===== src/rtl/core/lfpg_pkg.sv =====
// types and constants shared by the light flash pattern generator
package lfpg_pkg;

  localparam int MODE_W    = 4;
  localparam int PERIOD_W  = 10;
  localparam int GROUP_W   = 4;
  localparam int SLOT_W    = 7;
  localparam int NEED_W    = 6;
  localparam int CFG_W     = 10;
  localparam int CFG_IDX_W = 2;

  typedef logic [MODE_W-1:0]    mode_t;
  typedef logic [PERIOD_W-1:0]  period_t;
  typedef logic [GROUP_W-1:0]   group_t;
  typedef logic [SLOT_W-1:0]    slot_t;
  typedef logic [CFG_IDX_W-1:0] cfg_idx_t;

  localparam mode_t MODE_FIXED  = 4'd1;
  localparam mode_t MODE_FLASH  = 4'd2;
  localparam mode_t MODE_LONG   = 4'd3;
  localparam mode_t MODE_QUICK  = 4'd4;
  localparam mode_t MODE_VQUICK = 4'd5;
  localparam mode_t MODE_ISO    = 4'd7;
  localparam mode_t MODE_OCCULT = 4'd8;

  localparam cfg_idx_t CFG_MODE   = 2'd0;
  localparam cfg_idx_t CFG_PERIOD = 2'd1;
  localparam cfg_idx_t CFG_GROUP  = 2'd2;

  localparam mode_t   RESET_MODE   = MODE_FLASH;
  localparam period_t RESET_PERIOD = 10'd0;
  localparam group_t  RESET_GROUP  = 4'd1;

  localparam period_t DEFAULT_PERIOD = 10'd16;
  localparam period_t MIN_PERIOD     = 10'd4;
  localparam group_t  MAX_GROUP      = 4'd9;
  localparam slot_t   LONG_MIN_LEN   = 7'd8;
  localparam slot_t   FLASH_SLOTS    = 7'd4;
  localparam slot_t   OCCULT_DARK    = 7'd4;

  typedef struct packed {
    mode_t   mode;
    period_t period;
    group_t  group;
  } lfpg_cfg_t;

  typedef struct packed {
    logic  lamp;
    slot_t slot;
    logic  last;
  } lfpg_tick_t;

endpackage


===== src/rtl/core/lfpg_pattern.sv =====
// cycle length and lamp pattern decode for one tick
module lfpg_pattern import lfpg_pkg::*; #(
  parameter int MAX_SLOTS = 100
) (
  input  lfpg_cfg_t  cfg,
  input  slot_t      slot_position,
  input  logic       restart,
  output lfpg_tick_t tick
);

  localparam period_t MAX_PERIOD = PERIOD_W'(MAX_SLOTS);

  group_t  n_eff;
  logic [NEED_W-1:0] need;
  period_t p;
  slot_t   len;
  slot_t   slot;

  always_comb begin
    n_eff = cfg.group;
    if (n_eff == '0) n_eff = group_t'(1);
    if (n_eff > MAX_GROUP) n_eff = MAX_GROUP;
    need = {n_eff, 2'b00} - NEED_W'(2);
  end

  always_comb begin
    p = cfg.period;
    if (p == '0) p = DEFAULT_PERIOD;
    if (p < MIN_PERIOD) p = MIN_PERIOD;
    if (p > MAX_PERIOD) p = MAX_PERIOD;
    len = p[SLOT_W-1:0];
    if (cfg.mode == MODE_FLASH && n_eff > group_t'(1) && len < SLOT_W'(need)) begin
      len = SLOT_W'(need);
    end
    if (cfg.mode == MODE_LONG && len < LONG_MIN_LEN) len = LONG_MIN_LEN;
  end

  // stale position after a register change behaves as a restart
  assign slot = (restart || slot_position >= len) ? '0 : slot_position;

  always_comb begin
    tick.slot = slot;
    tick.last = (slot == len - slot_t'(1));
    case (cfg.mode)
      MODE_FIXED:  tick.lamp = 1'b1;
      MODE_FLASH: begin
        if (n_eff == group_t'(1)) tick.lamp = (slot < FLASH_SLOTS);
        else tick.lamp = (slot < SLOT_W'(need)) && !slot[1];
      end
      MODE_LONG:   tick.lamp = (slot < LONG_MIN_LEN);
      MODE_QUICK:  tick.lamp = (slot[1:0] == 2'b00);
      MODE_VQUICK: tick.lamp = !slot[0];
      MODE_ISO:    tick.lamp = (slot < {1'b0, len[SLOT_W-1:1]});
      MODE_OCCULT: tick.lamp = (slot < len - OCCULT_DARK);
      default:     tick.lamp = (slot < FLASH_SLOTS);
    endcase
  end

endmodule


===== src/rtl/core/light_flash_pattern_generator_unit.sv =====
// light flash pattern generator: one lamp state item per tick item
// an accepted tick's result is in the output register in the next cycle
// throughput: one item per cycle while out_ready is high, set by the single slot counter update
// a waiting result stalls input only while out_ready is low
// rst is synchronous: counter to slot zero, config registers to their defaults, output empty
module light_flash_pattern_generator_unit import lfpg_pkg::*; #(
  parameter int MAX_SLOTS = 100
) (
  input  logic                 clk,
  input  logic                 rst,
  input  logic                 cfg_write,
  input  cfg_idx_t             cfg_index,
  input  logic [CFG_W-1:0]     cfg_data,
  input  logic                 in_valid,
  output logic                 in_ready,
  input  logic                 restart,
  output logic                 out_valid,
  input  logic                 out_ready,
  output logic                 lamp_on,
  output logic [SLOT_W-1:0]    slot_index,
  output logic                 cycle_end
);

  lfpg_cfg_t  cfg;
  slot_t      slot_position;
  lfpg_tick_t tick;
  logic       in_fire;

  always_ff @(posedge clk) begin
    if (rst) begin
      cfg.mode   <= RESET_MODE;
      cfg.period <= RESET_PERIOD;
      cfg.group  <= RESET_GROUP;
    end else if (cfg_write) begin
      case (cfg_index)
        CFG_MODE:   cfg.mode   <= cfg_data[MODE_W-1:0];
        CFG_PERIOD: cfg.period <= cfg_data[PERIOD_W-1:0];
        CFG_GROUP:  cfg.group  <= cfg_data[GROUP_W-1:0];
        default:    ;
      endcase
    end
  end

  lfpg_pattern #(.MAX_SLOTS(MAX_SLOTS)) u_pattern (
    .cfg           (cfg),
    .slot_position (slot_position),
    .restart       (restart),
    .tick          (tick)
  );

  assign in_ready = !out_valid || out_ready;
  assign in_fire  = in_valid && in_ready;

  always_ff @(posedge clk) begin
    if (rst) begin
      slot_position <= '0;
      out_valid     <= 1'b0;
    end else begin
      if (in_fire) begin
        slot_position <= tick.last ? '0 : tick.slot + slot_t'(1);
        out_valid     <= 1'b1;
      end else if (out_ready) begin
        out_valid <= 1'b0;
      end
    end
  end

  always_ff @(posedge clk) begin
    if (in_fire) begin
      lamp_on    <= tick.lamp;
      slot_index <= tick.slot;
      cycle_end  <= tick.last;
    end
  end

`ifndef ASSERT_OFF
  a_wrap_to_zero: assert property (@(posedge clk) disable iff (rst)
    in_fire && tick.last |=> slot_position == '0)
    else $error("slot counter did not wrap after last slot");

  a_restart_slot: assert property (@(posedge clk) disable iff (rst)
    in_fire && restart |=> out_valid && slot_index == '0)
    else $error("restart item did not report slot zero");

  a_advance: assert property (@(posedge clk) disable iff (rst)
    in_fire && !tick.last |=> slot_position == $past(tick.slot) + slot_t'(1))
    else $error("slot counter did not advance by one");

  a_result_held: assert property (@(posedge clk) disable iff (rst)
    in_fire |=> out_valid)
    else $error("accepted item produced no result");
`endif

endmodule

===== config.mk =====
export PLATFORM = sky130hd
export DESIGN_NAME = light_flash_pattern_generator_unit
export DESIGN_NICKNAME = d
export VERILOG_FILES = /design/src/rtl/core/lfpg_pkg.sv /design/src/rtl/core/lfpg_pattern.sv /design/src/rtl/core/light_flash_pattern_generator_unit.sv
export SDC_FILE = /design/constraint.sdc
export NUM_CORES = 1
export LEC_CHECK = 0
export BUFFER_PORTS_ARGS = -buffer_cell sky130_fd_sc_hd__clkbuf_2
export CORE_MARGIN = 3
export CORE_UTILIZATION = 37
export DETAILED_ROUTE_END_ITERATION = 12
export PLACE_DENSITY = 0.54
export SETUP_SLACK_MARGIN = 0.4
export SKIP_CTS_REPAIR_TIMING = 1
export SKIP_LAST_GASP = 1
export SLEW_MARGIN = 20
export SYNTH_ARGS = -nofsm -noshare
export SYNTH_HDL_FRONTEND = slang
export SYNTH_SLANG_ARGS = --single-unit
export TNS_END_PERCENT = 5

===== constraint.sdc =====
create_clock -name clk -period 6.6 [get_ports clk]
set_input_delay 1.32 -clock clk [delete_from_list [all_inputs] [get_ports clk]]
set_output_delay 1.32 -clock clk [all_outputs]
set_load 0.01 [all_outputs]

==> results of run 1 <==
routing by layer:
layer / GRT usage [%] / part of all wire, %
met5: 0 / 0
met4: 5.05 / 1.5
met3: 2.55 / 4.0
met2: 27.6 / 46
met1: 25.1 / 49
layout make-up:
class,instances,area share [%]
Multi-Input combinational cell,272,60.7
Sequential cell,35,23.0
Timing Repair Buffer,44,7.55
Tap cell,99,3.59
Clock buffer,8,2.90
Inverter,21,2.29
flip-flops by register name, summed over array words and instances, names as in the netlist:
name	cells
lamp_on	1
slot_position	7
slot_index	7
cycle_end	1
cfg	18
out_valid	1
worst paths after layout:
path,to,slack (ns),depth (start not counted)
setup reg to reg,lamp_on,0.68,26
setup / recovery,lamp_on,0.68,26
hold reg to reg,cfg[0],0.51,1
hold / removal,cfg[0],0.51,1
logic make-up (layout without fill, tap and decap cells):
| group | Yosys count | in the layout | synth area share, % |
|---|---|---|---|
| XOR/XNOR | 10 | 10 | 3.00 |
| AND/OR/NAND/NOR | 123 | 123 | 22.5 |
| AO/OA/AOI/OAI | 92 | 92 | 24.5 |
| multiplexers | 14 | 14 | 4.84 |
| flip-flops | 35 | 35 | 27.1 |
| adder cells (fa/ha/maj) | 33 | 33 | 14.1 |
| buffers and inverters | 29 | 73 | 3.99 |
cells in the final DEF (no fill, tap or decap), types with 6 or more instances in the layout:
cell      count
inv_1        21
edfxtp_1      9
nor2_1       35
o21a_1        8
clkbuf_2     28
ha_1         32
nor3_1       12
xnor2_1       6
o21ai_0      13
nand3_1      13
mux2i_1      13
a21oi_1      18
buf_4        16
clkbuf_8      7
nand2_1      20
dfxtp_1      24
Yosys cell counts, types with 2 or more instances:
master	instances
nand4_1	5
and2_1	4
nor2b_1	4
a211o_1	4
o2111a_1	2
nor2_1	36
a31oi_1	4
o21ai_1	2
nand2b_1	5
xnor2_1	7
a211oi_1	4
a21o_1	4
o31ai_1	2
o211a_1	6
nand2_1	20
o2111ai_1	2
buf_1	2
o21a_1	8
clkbuf_1	5
inv_1	21
xor2_1	3
o21ai_0	14
ha_1	33
nor3_2	2
dfxtp_1	26
a21oi_1	19
nor3_1	13
o211ai_1	3
nand3b_1	2
o22ai_1	2
or3_1	3
edfxtp_1	9
a22oi_1	3
nand3_1	13
nor3b_1	3
mux2i_1	13
nor4_1	2
or4_1	3
worst max-delay path: stages (launching register included):
cell and delay (ns):
dfxtp_1 0.35, o21ai_0 0.15, or3b_4 0.43, ha_1 0.30
inv_1 0.06, ha_1 0.29, a211o_1 0.35, a211oi_4 0.38
o211ai_4 0.14, buf_4 0.17, a21oi_1 0.29, ha_1 0.34
a21oi_1 0.26, o21ai_0 0.24, a21oi_1 0.23, nand2_1 0.11
inv_1 0.11, ha_1 0.23, nor2b_1 0.13, o21a_1 0.16
o21a_1 0.17, o21a_1 0.16, o21ai_0 0.14, nand2b_1 0.09
a21oi_2 0.22, o22ai_1 0.10, a32oi_1 0.19
power groups by stage:
| stage | sequential (mW) | combinational, mW | clock (mW) |
|---|---|---|---|
| after floorplan | 0.241 | 0.146 | 0 |
| after global placement | 0.242 | 0.192 | 0 |
| after detailed placement | 0.242 | 0.193 | 0 |
| after CTS | 0.237 | 0.195 | 0.183 |
| after global routing | 0.239 | 0.234 | 0.192 |
| final | 0.238 | 0.211 | 0.177 |
stage by stage:
stage	total power, mW	hold WS, ns	instance area, µm²	std cells	setup WS [ns]
after floorplan	0.387	0.450	2920	336	0.702
after global placement	0.435	0.474	3210	464	0.322
after detailed placement	0.436	0.492	3210	464	0.292
after CTS	0.615	0.510	3310	472	0.275
after global routing	0.666	0.531	3450	479	0.365
final	0.626	0.508	3450	479	0.680
==> flow_summary_export.csv, run 1 <==
group,metric,value,unit
power_and_ir_drop,intPower,416,µW
power_and_ir_drop,peakVddDrop,0.000109,V
status,outcome,"complete, no violations",
job,drv_cap,0,
grt,grt_pass1_vias,2489,
power_and_ir_drop,seq_power_share,38.0,%
cts,clockRootBuffer,"clkbuf_8",
finish,antenna_cells,0,
setup_path,end_kind,"register",
die,die-area,0.00899,mm²
logic_synthesis,syn_area,0.00292,mm²
die,coreArea,0.00745,mm²
finish,fin_nets,430,
logic_synthesis,synth.area.top_cells,"dfxtp_1, ha_1, edfxtp_1",
cts,cts_tree,"done",
timing,drv_slew,0,
placed_design,hpwl,5740,µm
timing,setup_viol,0,
setup_path,crit_fanout,5,
cts,htree_levels,2,
finish,fin_util,46.3,%
setup_path,worstReg2RegStart,"cfg[1]",
power_and_ir_drop,swShare,33.6,%
finish,drive_gt1_share,20.8,%
logic_synthesis,synth_cell_types,61,
finish,register_area,793,µm²
timing,period_minus_slack,5.92,ns
setup_path,start_kind,"register",
die,die_w,94.8,µm
timing,final_hold_viol_count,0,
route,postRouteWirelength,7840,µm
setup_path,crit_start,"cfg[1]",
timing,tightest_slew,0.825,ns
route,drt_iter0_markers,159,
cts,clockBufferDepth,2,
power_and_ir_drop,switchingPower,210,µW
logic_synthesis,ys_seq_area_share,27.1,%
placed_design,io_buffers,28,
die,fp.dieH,94.8,µm
grt,grt_max_degree,27,
min_path,hold_class,"reg2reg",
grt,grt_pass1_wl,12400,µm
grt,antenna_found_initial,0,
setup_path,crit_type,"reg2reg",
logic_synthesis,yosys_warnings,0,
timing,setup-tns-final,0,ns
grt,grtUsageTotal,17.6,%
route,num_vias,2704,
setup_path,arrival,6.06,ns
power_and_ir_drop,leakage,1.55,nW
logic_synthesis,yosys.area.top_type,"dfxtp_1",
logic_synthesis,synthFlopType,"dfxtp_1",
placed_design,gp_congestion,0.827,
finish,multi_input_area,0.00209,mm²
timing,finalCritPeriodShare,89.7,%
logic_synthesis,synth_area_per_cell,8.69,µm²
power_and_ir_drop,p_clk_share,28.3,%
timing,rsz0062_at_grt,"false",
logic_synthesis,synth_edf_count,9,
route,vias_per_cell,5.65,
route,drtAntennaViolNets,0,
logic_synthesis,synthArstFlopShare,0,%
cts,numClockSinks,35,
route,wire_per_inst,16.4,µm
logic_synthesis,postSynthCellCount,336,
setup_path,worstPathRequired,6.74,ns
logic_synthesis,synth_fp_nets,387,
cts,numCtsBuffers,5,
logic_synthesis,yosysTopAreaCellShare,17.8,%
cts,clock_latency,0.29,ns
die,num_rows,31,
finish,area_delta_synth_final,18.1,%
logic_synthesis,ys_ff_latch,35,
route,drtPass1Iterations,4,
finish,fillers,753,
min_path,hold_start,"cfg[0]",
die,pin_count,29,
timing,relSlewSlack,44.9,%
cts,clk_pin_slew,0.08,ns
timing,fmax,169,MHz
route,route.detailed.drc,0,
die,initial_core_util,39.2,%
grt,grt-ovfl-total,0,
power_and_ir_drop,p_per_area,182,mW/mm²
power_and_ir_drop,p_comb_share,33.7,%
timing,finClkSkew,0.00870,ns
(Power assumes the default switching activity.)
==> run 2, diff against run 1 <==
--- a/config.mk
+++ b/config.mk
@@ -5,6 +5,7 @@
 export SDC_FILE = /design/constraint.sdc
 export NUM_CORES = 1
 export LEC_CHECK = 0
+export ABC_AREA = 1
 export BUFFER_PORTS_ARGS = -buffer_cell sky130_fd_sc_hd__clkbuf_2
 export CORE_MARGIN = 3
 export CORE_UTILIZATION = 37
==> flow_summary_export.csv, run 2 <==
group,metric,value,unit
logic_synthesis,ys_seq_area_share,28.5,%
logic_synthesis,syn_area,0.00278,mm²
finish,area_delta_synth_final,13.6,%
timing,finalCritPeriodShare,84.5,%
finish,largest_reg_flops,18,
placed_design,gp_congestion,0.874,
setup_path,crit_fanout,8,
logic_synthesis,synth.most_common_cell,"nand2_1",
finish,fin_util,44.9,%
setup_path,r2r_slack,1.02,ns
power_and_ir_drop,peakVddDrop,0.000110,V
timing,setup_viol,0,
logic_synthesis,yosysTopAreaCellShare,18.7,%
logic_synthesis,synthArstFlopShare,0,%
logic_synthesis,synth_edf_count,9,
logic_synthesis,yosys_warnings,0,
timing,period_minus_slack,5.58,ns
grt,grt_max_degree,23,
setup_path,crit_type,"reg2reg",
placed_design,io_buffers,28,
power_and_ir_drop,p_per_area,206,mW/mm²
cts,clockBufferDepth,2,
route,vias_per_cell,4.76,
cts,numCtsBuffers,5,
finish,drive_gt1_share,16.7,%
timing,finClkSkew,0.00309,ns
die,initial_core_util,39.6,%
route,drt_iter0_markers,72,
timing,fmax,179,MHz
route,drtPass1Iterations,4,
timing,final_hold_viol_count,0,
grt,grt_pass1_vias,2386,
finish,fin_cells,527,
cts,cts_tree,"done",
logic_synthesis,synth_cell_types,36,
die,die-area,0.00858,mm²
cts,clockRootBuffer,"clkbuf_8",
setup_path,start_kind,"register",
finish,largest_register,"cfg",
setup_path,cp_top_family,"simple AND/OR/NAND/NOR gates",
grt,grt_pass1_wl,11300,µm
route,drtAntennaViolNets,0,
setup_path,arrival,5.75,ns
cts,clk_pin_slew,0.08,ns
power_and_ir_drop,leakage,1.55,nW
placed_design,dp_cells,516,
setup_path,crit_path_frequent_cell,"nor2_1",
cts,numClockSinks,35,
logic_synthesis,synth_area_per_cell,7.05,µm²
logic_synthesis,ys_ff_latch,35,
grt,grt-ovfl-total,0,
logic_synthesis,postSynthCellCount,394,
die,num_rows,30,
finish,fin_nets,481,
finish,final_cell_mix,"nand2_1, inv_1, nor2_1",
logic_synthesis,synth_common_cells,"nand2_1, inv_1, nor2_1, ha_1, a21oi_1",
die,die_w,92.6,µm
die,fp.dieH,92.6,µm
route,num_vias,2511,
setup_path,end_kind,"register",
route,postRouteWirelength,6650,µm
cts,htree_levels,2,
timing,drv_slew,0,
logic_synthesis,synth.area.top_cells,"dfxtp_1, ha_1, nand2_1",
setup_path,critical_path.slowest_cell,"dfxtp_1",
route,route.detailed.drc,0,
die,coreArea,0.00702,mm²
logic_synthesis,yosys.area.top_type,"dfxtp_1",
grt,grtUsageTotal,16.4,%
finish,layout_commonest_cell,"nand2_1",
timing,tightest_slew,0.617,ns
finish,top_regs,"cfg (18), slot_index (7), slot_position (7)",
timing,relSlewSlack,58.8,%
grt,antenna_found_initial,0,
logic_synthesis,synth_fp_nets,445,
setup_path,worstPathRequired,6.77,ns
setup_path,path_buf_inv,7,
job,drv_cap,0,
route,wire_per_inst,12.6,µm
logic_synthesis,synthFlopType,"dfxtp_1",
timing,rsz0062_at_grt,"true",
timing,setup-tns-final,0,ns
min_path,hold_class,"reg2reg",
finish,antenna_cells,0,
placed_design,hpwl,5320,µm
die,pin_count,29,
setup_path,critical-path-max-stage-delay,0.34,ns
status,outcome,"complete, no violations",
power_and_ir_drop,power.total,648,µW
cts,clock_latency,0.29,ns
## run 2: cell types whose count changed after synthesis, sizes merged, moves of 6 or more
cell   before  now
xnor2       7    1
xor2        3    9
o21a        8    2
mux2i      13    0
nand3      13   21
o21ai      16   29
a21oi      20   31
nor3       15    4
nor2       36   54
nand2      20   88
inv        21   60
## run 2: layout make-up
| cell class | count | area (µm²) |
|---|---|---|
| Sequential cell | 35 | 791 |
| Clock buffer | 5 | 68.8 |
| Clock inverter | 3 | 20.0 |
| Tap cell | 96 | 120 |
| Inverter | 61 | 229 |
| Timing Repair Buffer | 32 | 170 |
| Multi-Input combinational cell | 295 | 1760 |
| Fill cell | 757 | 3860 |
## run 2: metrics by stage
step                cell area, µm²  hold slack [ns]  worst slack [ns]
finish                        3150            0.469              1.02
floorplan                     2780            0.429              1.63
CTS                           3120            0.469             0.861
global placement              3030            0.454              1.01
detailed placement            3030            0.452             0.896
global route                  3150            0.484             0.361
## run 2: kinds of logic after synthesis
kind of cell | count (synthesis) | share of synthesized area [%]
simple gates | 182 | 30.6
compound gates | 70 | 14.2
buf+inv | 64 | 8.65
flops | 35 | 28.5
fa+ha+maj | 33 | 14.9
xor+xnor | 10 | 3.15
## run 2: worst min-delay path, stage by stage, from the launching register on
cell and delay, ns:
dfxtp_1 0.34, nand2_1 0.05, nand3_1 0.05
## run 2: layer usage
layer  global-route usage (%)  vias up  wire (µm)
met2                     29.2       36       3190
met4                     3.79        0        104
met3                     2.84        8        203
met1                     20.5     1099       3150
met5                        0        -          0
li1                         -     1368          -
## run 2: worst paths after layout
check	from	endpoint	cells after the start
worst max-delay path	cfg[2]	slot_position[6]	37
worst min-delay path	cfg[0]	cfg[0]	2
worst max register to register	cfg[2]	slot_position[6]	37
worst min register to register	cfg[0]	cfg[0]	2
## run 2: report_power, final
part	leakage, nW	total, mW	internal, mW	switching (mW)
clock network	0.0402	0.159	0.0735	0.0856
registers	0.304	0.242	0.234	0.00794
logic	1.21	0.247	0.0915	0.156
total	1.55	0.648	0.399	0.249
==> run 3, diff against run 2 <==
==> constraint.sdc (replaced) <==
create_clock -name clk -period 5.3 [get_ports clk]
set_input_delay 1.06 -clock clk [delete_from_list [all_inputs] [get_ports clk]]
set_output_delay 1.06 -clock clk [all_outputs]
set_load 0.01 [all_outputs]
==> flow_summary_export.csv, run 3 (same netlist as run 2, synthesis figures left out) <==
group,metric,value,unit
status,outcome,"complete, no violations",
placed_design,pre_cts_ws,-0.0138,ns
timing,setup_ws,0.530,ns
setup_path,critical_path.slowest_cell,"dfxtp_2",
die,num_rows,30,
finish,layout_commonest_cell,"nand2_1",
setup_path,crit_type,"reg2reg",
finish,fin_util,50.2,%
grt,grt-ovfl-total,0,
finish,largest_register,"cfg",
die,die-area,0.00858,mm²
die,die_w,92.6,µm
route,wire_per_inst,13.0,µm
cts,clk_pin_slew,0.08,ns
cts,clock_latency,0.29,ns
setup_path,worstReg2RegStart,"cfg[2]",
power_and_ir_drop,leakage,1.66,nW
setup_path,worstRegToRegCells,38,
timing,relSlewSlack,59.5,%
die,fp.dieH,92.6,µm
setup_path,rr_endpoint,"lamp_on",
cts,numCtsBuffers,5,
timing,finalCritPeriodShare,90.0,%
finish,multi_input_area,0.00199,mm²
finish,fin_nets,497,
cts,numClockSinks,35,
cts,cts_tree,"done",
grt,grt_max_degree,23,
die,initial_core_util,39.6,%
setup_path,arrival,4.91,ns
setup_path,critical-path-max-stage-delay,0.34,ns
setup_path,end_kind,"register",
die,coreArea,0.00702,mm²
finish,antenna_cells,0,
timing,finClkSkew,0.00509,ns
finish,drive_gt1_share,30.0,%
power_and_ir_drop,swShare,39.2,%
route,drtAntennaViolNets,0,
setup_path,worstPathRequired,5.44,ns
cts,clockBufferDepth,2,
grt,grtUsageTotal,16.6,%
route,num_vias,2610,
power_and_ir_drop,peakVddDrop,0.000106,V
timing,rsz0062_at_grt,"true",
route,drt_iter0_markers,136,
setup_path,crit_path_frequent_cell,"a21oi_2",
route,drtPass1Iterations,4,
finish,register_area,796,µm²
finish,area_delta_synth_final,26.8,%
die,pin_count,29,
placed_design,gp_congestion,0.884,
setup_path,crit_fanout,8,
grt,grt_pass1_wl,11300,µm
placed_design,io_buffers,28,
power_and_ir_drop,p_comb_share,42.8,%
timing,fmax,210,MHz
grt,grt_pass1_vias,2342,
finish,fillers,700,
power_and_ir_drop,seq_power_share,34.4,%
route,vias_per_cell,4.81,
cts,htree_levels,2,
finish,final_cell_mix,"nand2_1, inv_1, nor2_1",
route,route.detailed.drc,0,
setup_path,critPathCapture,"lamp_on",
placed_design,hpwl,5500,µm
min_path,hold_class,"reg2reg",
setup_path,crit_start,"cfg[2]",
power_and_ir_drop,p_per_area,250,mW/mm²
finish,largest_reg_flops,18,
setup_path,start_kind,"register",
setup_path,r2r_slack,0.53,ns
timing,drv_slew,0,
timing,tightest_slew,0.602,ns
timing,setup_viol,0,
finish,top_regs,"cfg (18), slot_index (7), slot_position (7)",
timing,setup-tns-final,0,ns
route,postRouteWirelength,7060,µm
timing,period_minus_slack,4.77,ns
timing,final_hold_viol_count,0,
power_and_ir_drop,switchingPower,344,µW
power_and_ir_drop,p_clk_share,22.8,%
power_and_ir_drop,intPower,535,µW
job,drv_cap,0,
cts,clockRootBuffer,"clkbuf_8",
grt,antenna_found_initial,0,
## run 3: worst max-delay path, delay by kind of cell (launching register included)
family	cells	cell delay (ns)
AO/OA/AOI/OAI	12	1.46
buffers and inverters	7	0.59
adder cells (fa/ha/maj)	4	0.83
flip-flops	1	0.34
AND/OR/NAND/NOR	15	1.39
## run 3: metal layers
metal / track usage [%] / vias up / share of wire [%]
met5: 0 / - / 0
met3: 2.44 / 8 / 3.1
met4: 5.37 / 0 / 1.3
met2: 24.4 / 39 / 43
li1: - / 1401 / -
met1: 24.7 / 1162 / 53
## run 3: worst min-delay path by stage
stage	from	end	slack (ns)	cells past startpoint
2_1_floorplan	cfg[12]	cfg[12]	0.43	2
3_5_place_dp	cfg[12]	cfg[12]	0.45	2
3_3_place_gp	cfg[12]	cfg[12]	0.44	2
6_report	cfg[12]	cfg[12]	0.48	2
5_1_grt	cfg[17]	cfg[17]	0.51	2
4_1_cts	cfg[12]	cfg[12]	0.46	2
## run 3: per-stage QoR
step	instances	area (µm²)	power, mW	hold WS [ns]
floorplan	394	2870	0.559	0.429
global placement	528	3220	0.646	0.440
detailed placement	528	3220	0.646	0.446
CTS	536	3310	0.850	0.458
global route	543	3520	0.949	0.507
finish	543	3520	0.879	0.481
## run 3: area by class of cell
class | instances | share of cell area (%)
clock buffer | 5 | 1.95
clock inverter | 3 | 0.533
inverter | 61 | 6.57
multi-input combinational | 295 | 56.6
sequential | 35 | 22.6
tap | 96 | 3.41
timing repair buffer | 48 | 8.35
## run 3: power groups by stage
stage / Sequential (mW) / Clock, mW / Combinational (mW)
6_report: 0.303 / 0.200 / 0.376
3_3_place_gp: 0.307 / 0 / 0.339
5_1_grt: 0.305 / 0.218 / 0.426
3_5_place_dp: 0.307 / 0 / 0.338
4_1_cts: 0.301 / 0.209 / 0.340
2_1_floorplan: 0.308 / 0 / 0.251
